`config.mk`:
```
export PLATFORM = sky130hd
export DESIGN_NAME = daq_event_word_decoder
export DESIGN_NICKNAME = d
export VERILOG_FILES = /design/src/hw/rtl/dewd_pkg.sv /design/src/hw/rtl/dewd_hit_ctr.sv /design/src/hw/rtl/daq_event_word_decoder.sv
export VERILOG_INCLUDE_DIRS = /design/src /design/src/hw/rtl
export SDC_FILE = /design/constraint.sdc
export NUM_CORES = 1
export LEC_CHECK = 0
export BUFFER_PORTS_ARGS = -buffer_cell sky130_fd_sc_hd__buf_2
export CORE_MARGIN = 4
export CORE_UTILIZATION = 32
export DETAILED_ROUTE_END_ITERATION = 16
export GPL_TIMING_DRIVEN = 0
export SLEW_MARGIN = 20
export SYNTH_ARGS = -nofsm -noshare
export SYNTH_HDL_FRONTEND = slang
export SYNTH_HIERARCHICAL = 1
export SYNTH_SLANG_ARGS = --single-unit
```
`constraint.sdc`:
```
create_clock -name clk_i -period 3.1 [get_ports clk_i]
set_input_delay 0 -clock clk_i [delete_from_list [all_inputs] [get_ports clk_i]]
set_output_delay 0 -clock clk_i [all_outputs]
set_load 0.005 [all_outputs]
```
`src/hw/rtl/assert_macros.svh`:
```
// ----------------------------------------------------------------------------
// Assertion macros
// Shared concurrent assertion helpers for the readout word decoder RTL.
// ----------------------------------------------------------------------------
`ifndef ASSERT_MACROS_SVH
`define ASSERT_MACROS_SVH

`ifndef SYNTH

// Property must hold at every clock edge outside reset.
`define ASSERT_HOLDS(label, clk, rst_n, prop) \
  label: assert property (@(posedge clk) disable iff (!rst_n) (prop)) \
    else $error("assertion failed");

// Condition must never be seen at a clock edge outside reset.
`define ASSERT_NEVER(label, clk, rst_n, cond) \
  label: assert property (@(posedge clk) disable iff (!rst_n) !(cond)) \
    else $error("forbidden condition seen");

`else

`define ASSERT_HOLDS(label, clk, rst_n, prop)
`define ASSERT_NEVER(label, clk, rst_n, cond)

`endif

`endif

```
`src/hw/rtl/dewd_pkg.sv`:
```
// ----------------------------------------------------------------------------
// dewd_pkg
// Types and constants of the readout word decoder.
// ----------------------------------------------------------------------------
package dewd_pkg;

  localparam int unsigned WORD_W     = 32;
  localparam int unsigned KIND_W     = 4;
  localparam int unsigned CHAN_W     = 8;
  localparam int unsigned VALUE_W    = 12;
  localparam int unsigned HIT_SLOT_W = 4;
  localparam int unsigned ERR_W      = 2;
  localparam int unsigned LEN_W      = 16;

  localparam logic [WORD_W-1:0] HEADER_WORD  = 32'hFFFF_EA0C;
  localparam logic [7:0]        TAG_TDC      = 8'hCC;
  localparam logic [7:0]        TAG_ADC_HIGH = 8'h81;
  localparam logic [7:0]        TAG_ADC_LOW  = 8'h60;

  typedef enum logic [1:0] {
    PH_HUNT = 2'd0,
    PH_LEN  = 2'd1,
    PH_CNT  = 2'd2,
    PH_DATA = 2'd3
  } phase_e;

  typedef enum logic [KIND_W-1:0] {
    KIND_IGNORED   = 4'd0,
    KIND_HEADER    = 4'd1,
    KIND_LENGTH    = 4'd2,
    KIND_SKIPPED   = 4'd3,
    KIND_TDC_LEAD  = 4'd4,
    KIND_TDC_TRAIL = 4'd5,
    KIND_ADC_HIGH  = 4'd6,
    KIND_ADC_LOW   = 4'd7,
    KIND_OTHER     = 4'd8
  } word_kind_e;

  typedef enum logic [ERR_W-1:0] {
    ERR_OK         = 2'd0,
    ERR_CHAN_RANGE = 2'd1,
    ERR_SLOTS_FULL = 2'd2
  } err_e;

  // Command to one hit counter bank.
  typedef struct packed {
    logic clear;
    logic inc;
  } ctr_cmd_t;

endpackage

```
`src/hw/rtl/dewd_hit_ctr.sv`:
```
// ----------------------------------------------------------------------------
// dewd_hit_ctr
// Bank of per-channel hit counters with bulk clear and single increment.
// ----------------------------------------------------------------------------
`include "assert_macros.svh"

module dewd_hit_ctr #(
  parameter int unsigned NUM_CHANNELS = 32,
  parameter int unsigned MAX_HITS     = 16,
  localparam int unsigned IDX_W = (NUM_CHANNELS > 1) ? $clog2(NUM_CHANNELS) : 1,
  localparam int unsigned CNT_W = $clog2(MAX_HITS + 1)
) (
  input  logic               clk_i,
  input  logic               rst_ni,
  input  dewd_pkg::ctr_cmd_t cmd_i,
  input  logic [IDX_W-1:0]   idx_i,
  output logic [CNT_W-1:0]   count_o
);

  logic [CNT_W-1:0] cnt_q [NUM_CHANNELS];
  logic             idx_ok;

  assign idx_ok  = {1'b0, idx_i} < (IDX_W+1)'(NUM_CHANNELS);
  assign count_o = idx_ok ? cnt_q[idx_i] : '0;

  always_ff @(posedge clk_i or negedge rst_ni) begin
    if (!rst_ni) begin
      for (int i = 0; i < NUM_CHANNELS; i++) cnt_q[i] <= '0;
    end else if (cmd_i.clear) begin
      for (int i = 0; i < NUM_CHANNELS; i++) cnt_q[i] <= '0;
    end else if (cmd_i.inc && idx_ok) begin
      cnt_q[idx_i] <= cnt_q[idx_i] + CNT_W'(1);
    end
  end

  `ASSERT_HOLDS(a_count_bounded, clk_i, rst_ni, count_o <= CNT_W'(MAX_HITS))
  `ASSERT_NEVER(a_inc_when_full, clk_i, rst_ni, cmd_i.inc && count_o >= CNT_W'(MAX_HITS))
  `ASSERT_HOLDS(a_clear_zeroes, clk_i, rst_ni, cmd_i.clear |=> count_o == '0)

endmodule

```
`src/hw/rtl/daq_event_word_decoder.sv`:
```
// ----------------------------------------------------------------------------
// daq_event_word_decoder
// Event-framed readout word decoder with per-channel TDC hit slots.
// ----------------------------------------------------------------------------
// Takes one 32-bit readout word per cycle while neither side stalls and
// returns one decoded result per word: header hunt, length word, skipped
// event counter, then the counted data words split into TDC leading/trailing,
// ADC high/low gain or other. A word is held in the input register and is
// decoded into the result register, with the per-channel counter read and
// increment done in the decode step. Both sides stall independently; a
// header clears all hit counters in the cycle in which it is decoded.
`include "assert_macros.svh"

module daq_event_word_decoder #(
  parameter int unsigned NUM_CHANNELS = 32,
  parameter int unsigned MAX_HITS     = 16
) (
  input  logic                                clk_i,
  input  logic                                rst_ni,
  input  logic                                in_valid_i,
  output logic                                in_ready_o,
  input  logic [dewd_pkg::WORD_W-1:0]         data_word_i,
  output logic                                out_valid_o,
  input  logic                                out_ready_i,
  output logic [dewd_pkg::KIND_W-1:0]         word_kind_o,
  output logic [dewd_pkg::CHAN_W-1:0]         channel_o,
  output logic [dewd_pkg::VALUE_W-1:0]        value_o,
  output logic [dewd_pkg::HIT_SLOT_W-1:0]     hit_slot_o,
  output logic [dewd_pkg::ERR_W-1:0]          error_o,
  output logic                                last_of_event_o
);

  localparam int unsigned IDX_W = (NUM_CHANNELS > 1) ? $clog2(NUM_CHANNELS) : 1;
  localparam int unsigned CNT_W = $clog2(MAX_HITS + 1);
  localparam int unsigned SLOT_EXT_W =
      (CNT_W > dewd_pkg::HIT_SLOT_W) ? CNT_W : dewd_pkg::HIT_SLOT_W;

  // Input stage
  logic                        in_valid_q;
  logic [dewd_pkg::WORD_W-1:0] word_q;
  logic                        advance;

  // Event state
  dewd_pkg::phase_e                phase_q, phase_d;
  logic [dewd_pkg::LEN_W-1:0]      words_left_q, words_left_d;

  // Decode results
  dewd_pkg::word_kind_e            kind_d;
  dewd_pkg::err_e                  err_d;
  logic [dewd_pkg::CHAN_W-1:0]     chan_d;
  logic [dewd_pkg::VALUE_W-1:0]    value_d;
  logic [dewd_pkg::HIT_SLOT_W-1:0] slot_d;
  logic                            last_d;
  logic [SLOT_EXT_W-1:0]           slot_ext;
  logic [CNT_W-1:0]                sel_cnt;
  logic                            chan_in_range;

  // Counter banks
  dewd_pkg::ctr_cmd_t  lead_cmd, trail_cmd;
  logic                clear_req, lead_inc, trail_inc;
  logic [IDX_W-1:0]    ctr_idx;
  logic [CNT_W-1:0]    lead_cnt, trail_cnt;

  // Result register
  logic                            out_valid_q;
  logic [dewd_pkg::KIND_W-1:0]     kind_q;
  logic [dewd_pkg::CHAN_W-1:0]     chan_q;
  logic [dewd_pkg::VALUE_W-1:0]    value_q;
  logic [dewd_pkg::HIT_SLOT_W-1:0] slot_q;
  logic [dewd_pkg::ERR_W-1:0]      err_q;
  logic                            last_q;

  // Handshake: move a word on whenever the result register is free or drains.
  assign advance    = in_valid_q && (!out_valid_q || out_ready_i);
  assign in_ready_o = !in_valid_q || advance;

  always_ff @(posedge clk_i or negedge rst_ni) begin
    if (!rst_ni) begin
      in_valid_q <= 1'b0;
    end else if (in_ready_o) begin
      in_valid_q <= in_valid_i;
    end
  end

  always_ff @(posedge clk_i or negedge rst_ni) begin
    if (!rst_ni) begin
      word_q <= '0;
    end else if (in_ready_o && in_valid_i) begin
      word_q <= data_word_i;
    end
  end

  assign chan_in_range = {1'b0, word_q[23:16]} < (dewd_pkg::CHAN_W+1)'(NUM_CHANNELS);
  assign ctr_idx       = word_q[16 +: IDX_W];

  // Phase register
  always_ff @(posedge clk_i or negedge rst_ni) begin
    if (!rst_ni) begin
      phase_q      <= dewd_pkg::PH_HUNT;
      words_left_q <= '0;
    end else if (advance) begin
      phase_q      <= phase_d;
      words_left_q <= words_left_d;
    end
  end

  // Next phase and decode
  always_comb begin
    phase_d      = phase_q;
    words_left_d = words_left_q;
    kind_d       = dewd_pkg::KIND_IGNORED;
    err_d        = dewd_pkg::ERR_OK;
    chan_d       = '0;
    value_d      = '0;
    slot_ext     = '0;
    last_d       = 1'b0;
    clear_req    = 1'b0;
    lead_inc     = 1'b0;
    trail_inc    = 1'b0;
    sel_cnt      = '0;

    unique case (phase_q)
      dewd_pkg::PH_HUNT: begin
        if (word_q == dewd_pkg::HEADER_WORD) begin
          kind_d    = dewd_pkg::KIND_HEADER;
          clear_req = 1'b1;
          phase_d   = dewd_pkg::PH_LEN;
        end
      end
      dewd_pkg::PH_LEN: begin
        kind_d       = dewd_pkg::KIND_LENGTH;
        words_left_d = word_q[dewd_pkg::LEN_W-1:0];
        phase_d      = dewd_pkg::PH_CNT;
      end
      dewd_pkg::PH_CNT: begin
        kind_d = dewd_pkg::KIND_SKIPPED;
        if (words_left_q == '0) begin
          last_d  = 1'b1;
          phase_d = dewd_pkg::PH_HUNT;
        end else begin
          phase_d = dewd_pkg::PH_DATA;
        end
      end
      dewd_pkg::PH_DATA: begin
        unique case (word_q[31:24])
          dewd_pkg::TAG_TDC:
            kind_d = word_q[15] ? dewd_pkg::KIND_TDC_TRAIL : dewd_pkg::KIND_TDC_LEAD;
          dewd_pkg::TAG_ADC_HIGH: kind_d = dewd_pkg::KIND_ADC_HIGH;
          dewd_pkg::TAG_ADC_LOW:  kind_d = dewd_pkg::KIND_ADC_LOW;
          default:                kind_d = dewd_pkg::KIND_OTHER;
        endcase

        if (kind_d != dewd_pkg::KIND_OTHER) begin
          chan_d  = word_q[23:16];
          value_d = word_q[dewd_pkg::VALUE_W-1:0];
          if (!chan_in_range) begin
            err_d = dewd_pkg::ERR_CHAN_RANGE;
          end else if (kind_d == dewd_pkg::KIND_TDC_LEAD ||
                       kind_d == dewd_pkg::KIND_TDC_TRAIL) begin
            sel_cnt = (kind_d == dewd_pkg::KIND_TDC_LEAD) ? lead_cnt : trail_cnt;
            if (sel_cnt >= CNT_W'(MAX_HITS)) begin
              // Drop the hit, counter stays at the limit.
              err_d = dewd_pkg::ERR_SLOTS_FULL;
            end else begin
              slot_ext  = SLOT_EXT_W'(sel_cnt);
              lead_inc  = (kind_d == dewd_pkg::KIND_TDC_LEAD);
              trail_inc = (kind_d == dewd_pkg::KIND_TDC_TRAIL);
            end
          end
        end

        words_left_d = words_left_q - dewd_pkg::LEN_W'(1);
        if (words_left_d == '0) begin
          last_d  = 1'b1;
          phase_d = dewd_pkg::PH_HUNT;
        end
      end
      default: phase_d = dewd_pkg::PH_HUNT;
    endcase

    slot_d = slot_ext[dewd_pkg::HIT_SLOT_W-1:0];
  end

  assign lead_cmd  = '{clear: advance && clear_req, inc: advance && lead_inc};
  assign trail_cmd = '{clear: advance && clear_req, inc: advance && trail_inc};

  dewd_hit_ctr #(
    .NUM_CHANNELS (NUM_CHANNELS),
    .MAX_HITS     (MAX_HITS)
  ) u_lead_ctr (
    .clk_i   (clk_i),
    .rst_ni  (rst_ni),
    .cmd_i   (lead_cmd),
    .idx_i   (ctr_idx),
    .count_o (lead_cnt)
  );

  dewd_hit_ctr #(
    .NUM_CHANNELS (NUM_CHANNELS),
    .MAX_HITS     (MAX_HITS)
  ) u_trail_ctr (
    .clk_i   (clk_i),
    .rst_ni  (rst_ni),
    .cmd_i   (trail_cmd),
    .idx_i   (ctr_idx),
    .count_o (trail_cnt)
  );

  // Result register
  always_ff @(posedge clk_i or negedge rst_ni) begin
    if (!rst_ni) begin
      out_valid_q <= 1'b0;
    end else if (advance) begin
      out_valid_q <= 1'b1;
    end else if (out_ready_i) begin
      out_valid_q <= 1'b0;
    end
  end

  always_ff @(posedge clk_i) begin
    if (advance) begin
      kind_q  <= kind_d;
      chan_q  <= chan_d;
      value_q <= value_d;
      slot_q  <= slot_d;
      err_q   <= err_d;
      last_q  <= last_d;
    end
  end

  assign out_valid_o     = out_valid_q;
  assign word_kind_o     = kind_q;
  assign channel_o       = chan_q;
  assign value_o         = value_q;
  assign hit_slot_o      = slot_q;
  assign error_o         = err_q;
  assign last_of_event_o = last_q;

  `ASSERT_HOLDS(a_full_only_tdc, clk_i, rst_ni,
    (out_valid_q && err_q == dewd_pkg::ERR_SLOTS_FULL) |->
      (kind_q == dewd_pkg::KIND_TDC_LEAD || kind_q == dewd_pkg::KIND_TDC_TRAIL))
  `ASSERT_HOLDS(a_last_kind, clk_i, rst_ni,
    (out_valid_q && last_q) |->
      (kind_q != dewd_pkg::KIND_IGNORED && kind_q != dewd_pkg::KIND_HEADER &&
       kind_q != dewd_pkg::KIND_LENGTH))
  `ASSERT_HOLDS(a_slot_only_tdc_ok, clk_i, rst_ni,
    (out_valid_q && slot_q != '0) |->
      ((kind_q == dewd_pkg::KIND_TDC_LEAD || kind_q == dewd_pkg::KIND_TDC_TRAIL) &&
       err_q == dewd_pkg::ERR_OK))
  `ASSERT_HOLDS(a_last_returns_hunt, clk_i, rst_ni,
    (advance && last_d) |=> phase_q == dewd_pkg::PH_HUNT)

endmodule
```
==> key figures, run 1 <==
GRT
  – Initial antenna violation count: 0
  – Vias in the first global route: 17.99k
  – Aggregate global routing overflow: 0
  – Largest net degree at the start of global routing: 98
  – Global Route Usage Sum: 0.2165
  – First-pass GRT wire length: 112.3 mm

Timing
  – Setup WS post-layout: -0.2200 ns
  – Slew headroom: 0.1385
  – Max-slew violations: 0
  – Setup_tns: -36.34 ns
  – RSZ-0062 raised after global routing: yes
  – Worst slew pin tran: 1.292 ns
  – Final setup vio count: 308
  – Clk_skew: 0.02975 ns
  – Final hold violation count: 0
  – Post-route minimum period: 3.320 ns
  – Fmax: 301.2 MHz
  – Final period util: 1.071

Placed design
  – Final HPWL DP: 50.03 mm
  – # port buffers: 68
  – Final RePlAce weighted congestion: 0.9660

Clocking
  – Cts bufs inserted: 45
  – Root buf cell: clkbuf_16
  – CTS clk-pin slew, worst paths: 0.06 ns
  – H-tree depth: 2
  – CTS Buffer Depth: 3
  – Worst-Skew Late Latency: 0.60 ns
  – CTS tree: yes
  – Sink Count: 403

Detailed routing
  – Number of routed nets with antenna violations: 0
  – Routed WL: 78.93 mm
  – Vias: 18.54k
  – DRT iter0 DRCs: 1815
  – Routed len/inst: 24.91 µm
  – Drt first pass iters: 6
  – DR vias/cell: 5.851
  – DRC viols: 0

Power and ir drop
  – Sequential share of power: 0.414
  – P_sw: 4.043 mW
  – Comb pwr share: 0.195
  – Total Power: 13.72 mW
  – Power share of the clock group: 0.391
  – Internal power: 9.681 mW
  – Maximum VDD drop: 384.4 µV
  – Pwr dens: 469.5 mW/mm²
  – Leak pwr: 12.25 nW
  – Switching share of power: 0.2946

Synthesis
  – Yosys top cell by area: dfrtp_1
  – Post-Syn Nets: 2025
  – Top post-synthesis cells by area: dfrtp_1, a21oi_1, a22o_1
  – Avg Inst Size Synth: 10.25 µm²
  – Post-synth cell types: 91
  – Seq cells post-synth: 403
  – Top FF cell, synth: dfrtp_1
  – Commonest cells in the netlist: dfrtp_1, a21oi_1, nand2_1
  – Synth Warn #: 6
  – Async SR Flop Fraction: 0.9231
  – Most common cell in the netlist: dfrtp_1
  – Post-synth EDFFs: 31
  – Yosys top cell area share: 0.4576
  – Cell count after synthesis: 1985
  – Sequential area share after synthesis: 0.5034
  – Post-Synthesis Cell Area: 0.02034 mm²

Job
  – Max cap viols: 0

Setup path
  – Setup CP Type: flop to flop
  – Worst Path Arrival: 3.81 ns
  – R2R cell count: 11
  – FF-to-FF End: u_lead_ctr/cnt_q[17]$_DFFE_PN0P_
  – Max FO, Critical Path: 6
  – Crit. End Element: flop
  – Critical R2R Launch: word_q[25]$_DFFE_PN0P_
  – Startpoint types: flop
  – Worst path slowest cell: or4b_4
  – Required time of the critical path: 3.59 ns
  – R2R setup slack: -0.22 ns
  – Crit-path cells: or4b_4 > or3_4 > or3b_4 > nor4_4 > buf_6 > nor3b_4 > buf_6 > clkbuf_16 > buf_12 > nand3_1 > a21oi_1
  – CP max stage delay: 0.55 ns
  – Crit-path most repeated cell: buf_6

Outcome
  – Status: finished, violations left
  – Failing checks: setup timing

Min path
  – HP Start: data_word_i[10]
  – Hold Path Depth: 3
  – WHS Endpoint: word_q[10]$_DFFE_PN0P_
  – Worst min path class: primary input to flop

Final layout
  – Share of cells above drive strength 1: 0.4236
  – Layout Nets: 2330
  – Final Core Density: 0.4643
  – # diodes: 0
  – Area Growth Syn to Fin: 43.71%

Floorplanning
  – Ports: 69
  – Die H: 260.1 µm
  – Starting Density: 0.3231
  – Die ar.: 0.06767 mm²
  – Die width: 260.1 µm
  – Core outline area: 0.06297 mm²
  – Core Rows: 92
area by class of cell:
class	instances	area (µm²)
plain buffers	151	1540
clock buffers	65	1323
clock inverters	15	143.9
fillers	5496	33730
inverters	9	33.78
multi-input cells	1411	12080
flip-flops and latches	403	10250
well taps	846	1059
repair buffers	269	2806
power by group through the flow:
stage / logic [mW] / registers [mW] / clock network (mW)
6_report: 2.67 / 5.68 / 5.37
5_1_grt: 2.78 / 5.69 / 5.68
2_1_floorplan: 1.13 / 5.69 / 0
3_5_place_dp: 1.75 / 5.77 / 0
3_3_place_gp: 1.71 / 5.77 / 0
4_1_cts: 2.28 / 5.68 / 5.44
routing by layer:
metal,up-vias,share of wire,GRT usage
li1,7847,-,-
met1,9323,0.39,0.2846
met2,1097,0.45,0.3328
met3,275,0.097,0.05843
met4,0,0.057,0.1026
met5,-,0,0
critical path: cells and delay by family, from the launching register on:
family                 cells  cell delay (ns)
AND/OR/NAND/NOR            6             1.96
AO/OA/AOI/OAI              1             0.18
buffers and inverters      4             0.67
flip-flops                 1             0.42
registers in the layout, indices dropped and copies added (netlist names):
signal	cells
channel_o	8
error_o	2
hit_slot_o	4
in_valid_q	1
last_of_event_o	1
out_valid_o	1
phase_q	2
u_lead_ctr/cnt_q	160
u_trail_ctr/cnt_q	160
value_o	12
word_kind_o	4
word_q	32
words_left_q	16
cells by family (layout without fill, tap and decap cells):
family          count (synthesis)  after routing  synth area share
xor+xnor                        9              9          0.007750
simple gates                  732            732            0.1681
mux                           160            160            0.1078
buf+inv                       171            509           0.04558
compound gates                506            506            0.1650
fa+ha+maj                       4              4          0.002460
flops                         403            403            0.5034
how the worst max path moves through the flow:
stage | startpoint | end | slack, ns | cells after the start
6_report | word_q[25]$_DFFE_PN0P_ | u_lead_ctr/cnt_q[17]$_DFFE_PN0P_ | -0.22 | 11
5_1_grt | word_q[16]$_DFFE_PN0P_ | u_trail_ctr/cnt_q[149]$_DFFE_PN0P_ | -0.29 | 14
4_1_cts | word_q[16]$_DFFE_PN0P_ | u_lead_ctr/cnt_q[79]$_DFFE_PN0P_ | -0.17 | 14
3_5_place_dp | word_q[16]$_DFFE_PN0P_ | u_trail_ctr/cnt_q[82]$_DFFE_PN0P_ | -1.43 | 12
3_3_place_gp | rst_ni | u_lead_ctr/cnt_q[82]$_DFFE_PN0P_ | -5.21 | 1
2_1_floorplan | word_q[16]$_DFFE_PN0P_ | u_lead_ctr/cnt_q[2]$_DFFE_PN0P_ | 0.03 | 13
per-stage QoR:
step                      worst slack (ns)  instance area, µm²  instances  hold slack [ns]
after floorplan                    0.03296               20370       1985          -0.2956
after global placement              -5.212               21770       2899           0.2089
after detailed placement            -1.428               21890       2903          -0.1082
after CTS                          -0.1715               26710       3117           0.1689
after global routing               -0.2886               29230       3169           0.1844
final                              -0.2200               29230       3169           0.1874
placed cells by master (no fill, tap or decap), types with 9 or more instances in the layout:
master | Yosys | routed
dlygate4sd3_1 | 0 | 37
o21ai_0 | 13 | 11
buf_4 | 21 | 91
buf_8 | 2 | 23
nand3_4 | 0 | 30
buf_12 | 2 | 46
mux4_2 | 28 | 37
a22o_1 | 128 | 128
clkbuf_4 | 1 | 13
buf_2 | 23 | 80
and2_1 | 30 | 24
dfrtp_1 | 372 | 365
a21oi_4 | 0 | 27
nor2_4 | 0 | 71
nand2_1 | 237 | 171
mux2i_1 | 84 | 78
a21oi_1 | 261 | 113
nor3_1 | 12 | 9
nor2_1 | 230 | 132
nor2b_1 | 9 | 9
clkbuf_1 | 84 | 32
buf_16 | 0 | 12
nand2_4 | 0 | 27
nand2b_1 | 10 | 9
a21oi_2 | 1 | 122
clkbuf_2 | 1 | 26
a22oi_2 | 1 | 15
o22ai_1 | 19 | 19
o221ai_1 | 12 | 11
clkbuf_16 | 0 | 64
clkbuf_8 | 1 | 11
edfxtp_1 | 31 | 31
nand2_2 | 0 | 17
nand2_8 | 0 | 22
buf_6 | 13 | 43
nand3_1 | 126 | 53
nor2_2 | 0 | 27
nand3_2 | 4 | 47
mux2_2 | 34 | 34
repair_timing:
action / 4_1_cts / 5_1_grt
setup buffers: 82 / 64
hold buffers: 38 / 0
gates cloned: 17 / 6
gates resized for setup: 511 / 493
endpoints found under the setup margin: 324 / 320
pin swaps: 119 / 247
hold endpoints to repair: 250 / 0
No activity file was read; power rests on OpenSTA's default activity.
==> run 2, diff against run 1 <==
--- a/config.mk
+++ b/config.mk
@@ -11,6 +11,7 @@
 export CORE_UTILIZATION = 32
 export DETAILED_ROUTE_END_ITERATION = 16
 export GPL_TIMING_DRIVEN = 0
+export REMOVE_ABC_BUFFERS = 1
 export SLEW_MARGIN = 20
 export SYNTH_ARGS = -nofsm -noshare
 export SYNTH_HDL_FRONTEND = slang
==> run 2 against run 1 <==
The flow finishes with violations (hold timing, setup timing); register-to-register slack lost 0.15 ns; first-iteration DRC count up 29%; clock skew shrank 0.018 ns; count of clock-buffer cells in the layout decreased by 5; wire length decreased by 6.7%; final cell count is 1.7% lower; global-route usage is 2.6 points lower; sequential cell count is the same; clock power fell by 4.8%; combinational power barely moved; sequential share of layout area is 0.95 points higher; critical path depth up 5; highest routed layer unchanged.
==> key figures, run 2 (same netlist as run 1, synthesis figures left out) <==
Final layout
  – Layout Nets: 2275
  – Area Growth Syn to Fin: 40.01%
  – Biggest regs: u_lead_ctr/cnt_q: 160 flops, u_trail_ctr/cnt_q: 160 flops, word_q: 32 flops
  – Share of cells above drive strength 1: 0.3648
  – Most frequent cells in the layout: dfrtp_1, nand2_1, a21oi_1
  – Commonest non-fill, non-tap cell in the layout: dfrtp_1

Power and ir drop
  – Pwr dens: 472.9 mW/mm²
  – Leak pwr: 11.99 nW
  – P_sw: 3.930 mW
  – Maximum VDD drop: 317.8 µV
  – Internal power: 9.538 mW
  – Power share of the clock group: 0.379
  – Sequential share of power: 0.422
  – Comb pwr share: 0.198
  – Switching share of power: 0.2918

Setup path
  – R2R setup slack: -0.37 ns
  – Worst Path Buf+Inv: 8
  – Critical path's top delay family: buffers and inverters
  – Worst path slowest cell: dfrtp_4
  – Max FO, Critical Path: 6
  – Crit-path cells: buf_16 > buf_4 > buf_12 > buf_6 > mux2i_2 > o32ai_2 > o21ai_1 > nand4_1 > buf_6 > ha_4 > buf_6 > nand3_4 > buf_6 > xnor2_4 > clkbuf_16 > a22o_1
  – Crit-path most repeated cell: buf_6
  – Setup CP Type: flop to flop
  – Startpoint types: flop
  – Worst Path Arrival: 3.91 ns
  – CP max stage delay: 0.54 ns
  – Crit. End Element: flop
  – Required time of the critical path: 3.54 ns

Job
  – Max cap viols: 0

Clocking
  – Root buf cell: clkbuf_16
  – CTS Buffer Depth: 3
  – Cts bufs inserted: 42
  – CTS tree: yes
  – CTS clk-pin slew, worst paths: 0.07 ns
  – H-tree depth: 2
  – Sink Count: 403
  – Worst-Skew Late Latency: 0.56 ns

GRT
  – Largest net degree at the start of global routing: 89
  – Vias in the first global route: 17.40k
  – First-pass GRT wire length: 102.9 mm
  – Global Route Usage Sum: 0.1903
  – Initial antenna violation count: 0
  – Aggregate global routing overflow: 0

Floorplanning
  – Ports: 69
  – Die ar.: 0.06767 mm²
  – Die H: 260.1 µm
  – Die width: 260.1 µm
  – Starting Density: 0.3231
  – Core Rows: 92
  – Core outline area: 0.06297 mm²

Detailed routing
  – DRC viols: 0
  – Routed len/inst: 23.64 µm
  – Number of routed nets with antenna violations: 0
  – DR vias/cell: 5.951
  – Vias: 18.53k
  – Routed WL: 73.61 mm
  – Drt first pass iters: 9
  – DRT iter0 DRCs: 2346

Timing
  – Hold_ws: -0.007798 ns
  – RSZ-0062 raised after global routing: yes
  – Setup WS post-layout: -0.3684 ns
  – Max-slew violations: 0
  – Fmax: 288.3 MHz
  – Final hold violation count: 5
  – Post-route minimum period: 3.468 ns
  – Clk_skew: 0.01198 ns
  – Final period util: 1.119
  – Worst slew pin tran: 0.9106 ns
  – Slew headroom: 0.3909
  – Final setup vio count: 307
  – Setup_tns: -41.96 ns

Min path
  – Worst min path class: primary input to asynchronous set/reset pin

Outcome
  – Status: finished, violations left
  – Failing checks: hold timing, setup timing

Placed design
  – Pre-CTS setup slack: -1.846 ns
  – Final RePlAce weighted congestion: 0.8380
  – Final HPWL DP: 36.73 mm
  – # port buffers: 68
## run 2: cell count changes in the layout (fill, tap and decap cells not counted), moves of 24 or more
cell and change:
clkbuf_2 -26, nand3_1 +39, a21oi_2 -45, buf_4 +26, a21oi_1 +63, nand3_2 -31
clkbuf_1 -24
## run 2: power groups by stage
stage | registers, mW | clock network (mW) | logic (mW)
2_1_floorplan | 5.85 | 0 | 0.844
3_3_place_gp | 6.02 | 0 | 1.26
3_5_place_dp | 5.84 | 0 | 1.55
4_1_cts | 5.69 | 5.13 | 2.16
5_1_grt | 5.70 | 5.38 | 2.76
6_report | 5.69 | 5.11 | 2.67
## run 2: worst paths after layout
kind / start / to / cells past startpoint
max: word_q[16]$_DFFE_PN0P_ / u_lead_ctr/cnt_q[104]$_DFFE_PN0P_ / 16
min in group clk_i: data_word_i[18] / word_q[18]$_DFFE_PN0P_ / 3
min: rst_ni / u_lead_ctr/cnt_q[33]$_DFFE_PN0P_ / 2
max in group asynchronous: rst_ni / u_trail_ctr/cnt_q[116]$_DFFE_PN0P_ / 5
min reg2reg: u_lead_ctr/cnt_q[93]$_DFFE_PN0P_ / u_lead_ctr/cnt_q[93]$_DFFE_PN0P_ / 1
max reg2reg: word_q[16]$_DFFE_PN0P_ / u_lead_ctr/cnt_q[104]$_DFFE_PN0P_ / 16
## run 2: per-stage QoR
| step | power [mW] | utilization | hold WS, ns | std cells | cell area (µm²) |
|---|---|---|---|---|---|
| 3_5_place_dp | 7.391 | 0.3447 | -0.01709 | 2771 | 21710 |
| 6_report | 13.47 | 0.4523 | -0.007798 | 3114 | 28480 |
| 3_3_place_gp | 7.279 | 0.3311 | 0.2084 | 2737 | 20850 |
| 4_1_cts | 12.98 | 0.4106 | 0.01944 | 3027 | 25850 |
| 5_1_grt | 13.85 | 0.4523 | 0.04542 | 3113 | 28480 |
| 2_1_floorplan | 6.696 | - | -0.2956 | 1823 | 19450 |
## run 2: area by class of cell
cell class | instances | area (µm²)
inverters | 9 | 33.78
clock buffers | 60 | 1230
repair buffers | 359 | 4262
multi-input cells | 1420 | 11500
fillers | 5373 | 34480
clock inverters | 16 | 140.1
diodes | 1 | 2.502
flip-flops and latches | 403 | 10260
well taps | 846 | 1059
## run 2: metal layers
layer  up-vias  GRT usage  share of wire
li1       7747          -              -
met1      9304     0.2537           0.38
met2      1170     0.3101           0.47
met3       310    0.02960          0.096
met4         0    0.07917          0.055
met5         -          0              0
## run 2: what timing repair did
action                                  in CTS  in global routing
hold buffers                                36                  0
endpoints found under the setup margin     325                297
gates cloned                                22                 14
pin swaps                                   70                176
setup buffers                              122                 77
resized for setup                          178                413
hold endpoints to repair                   157                  0
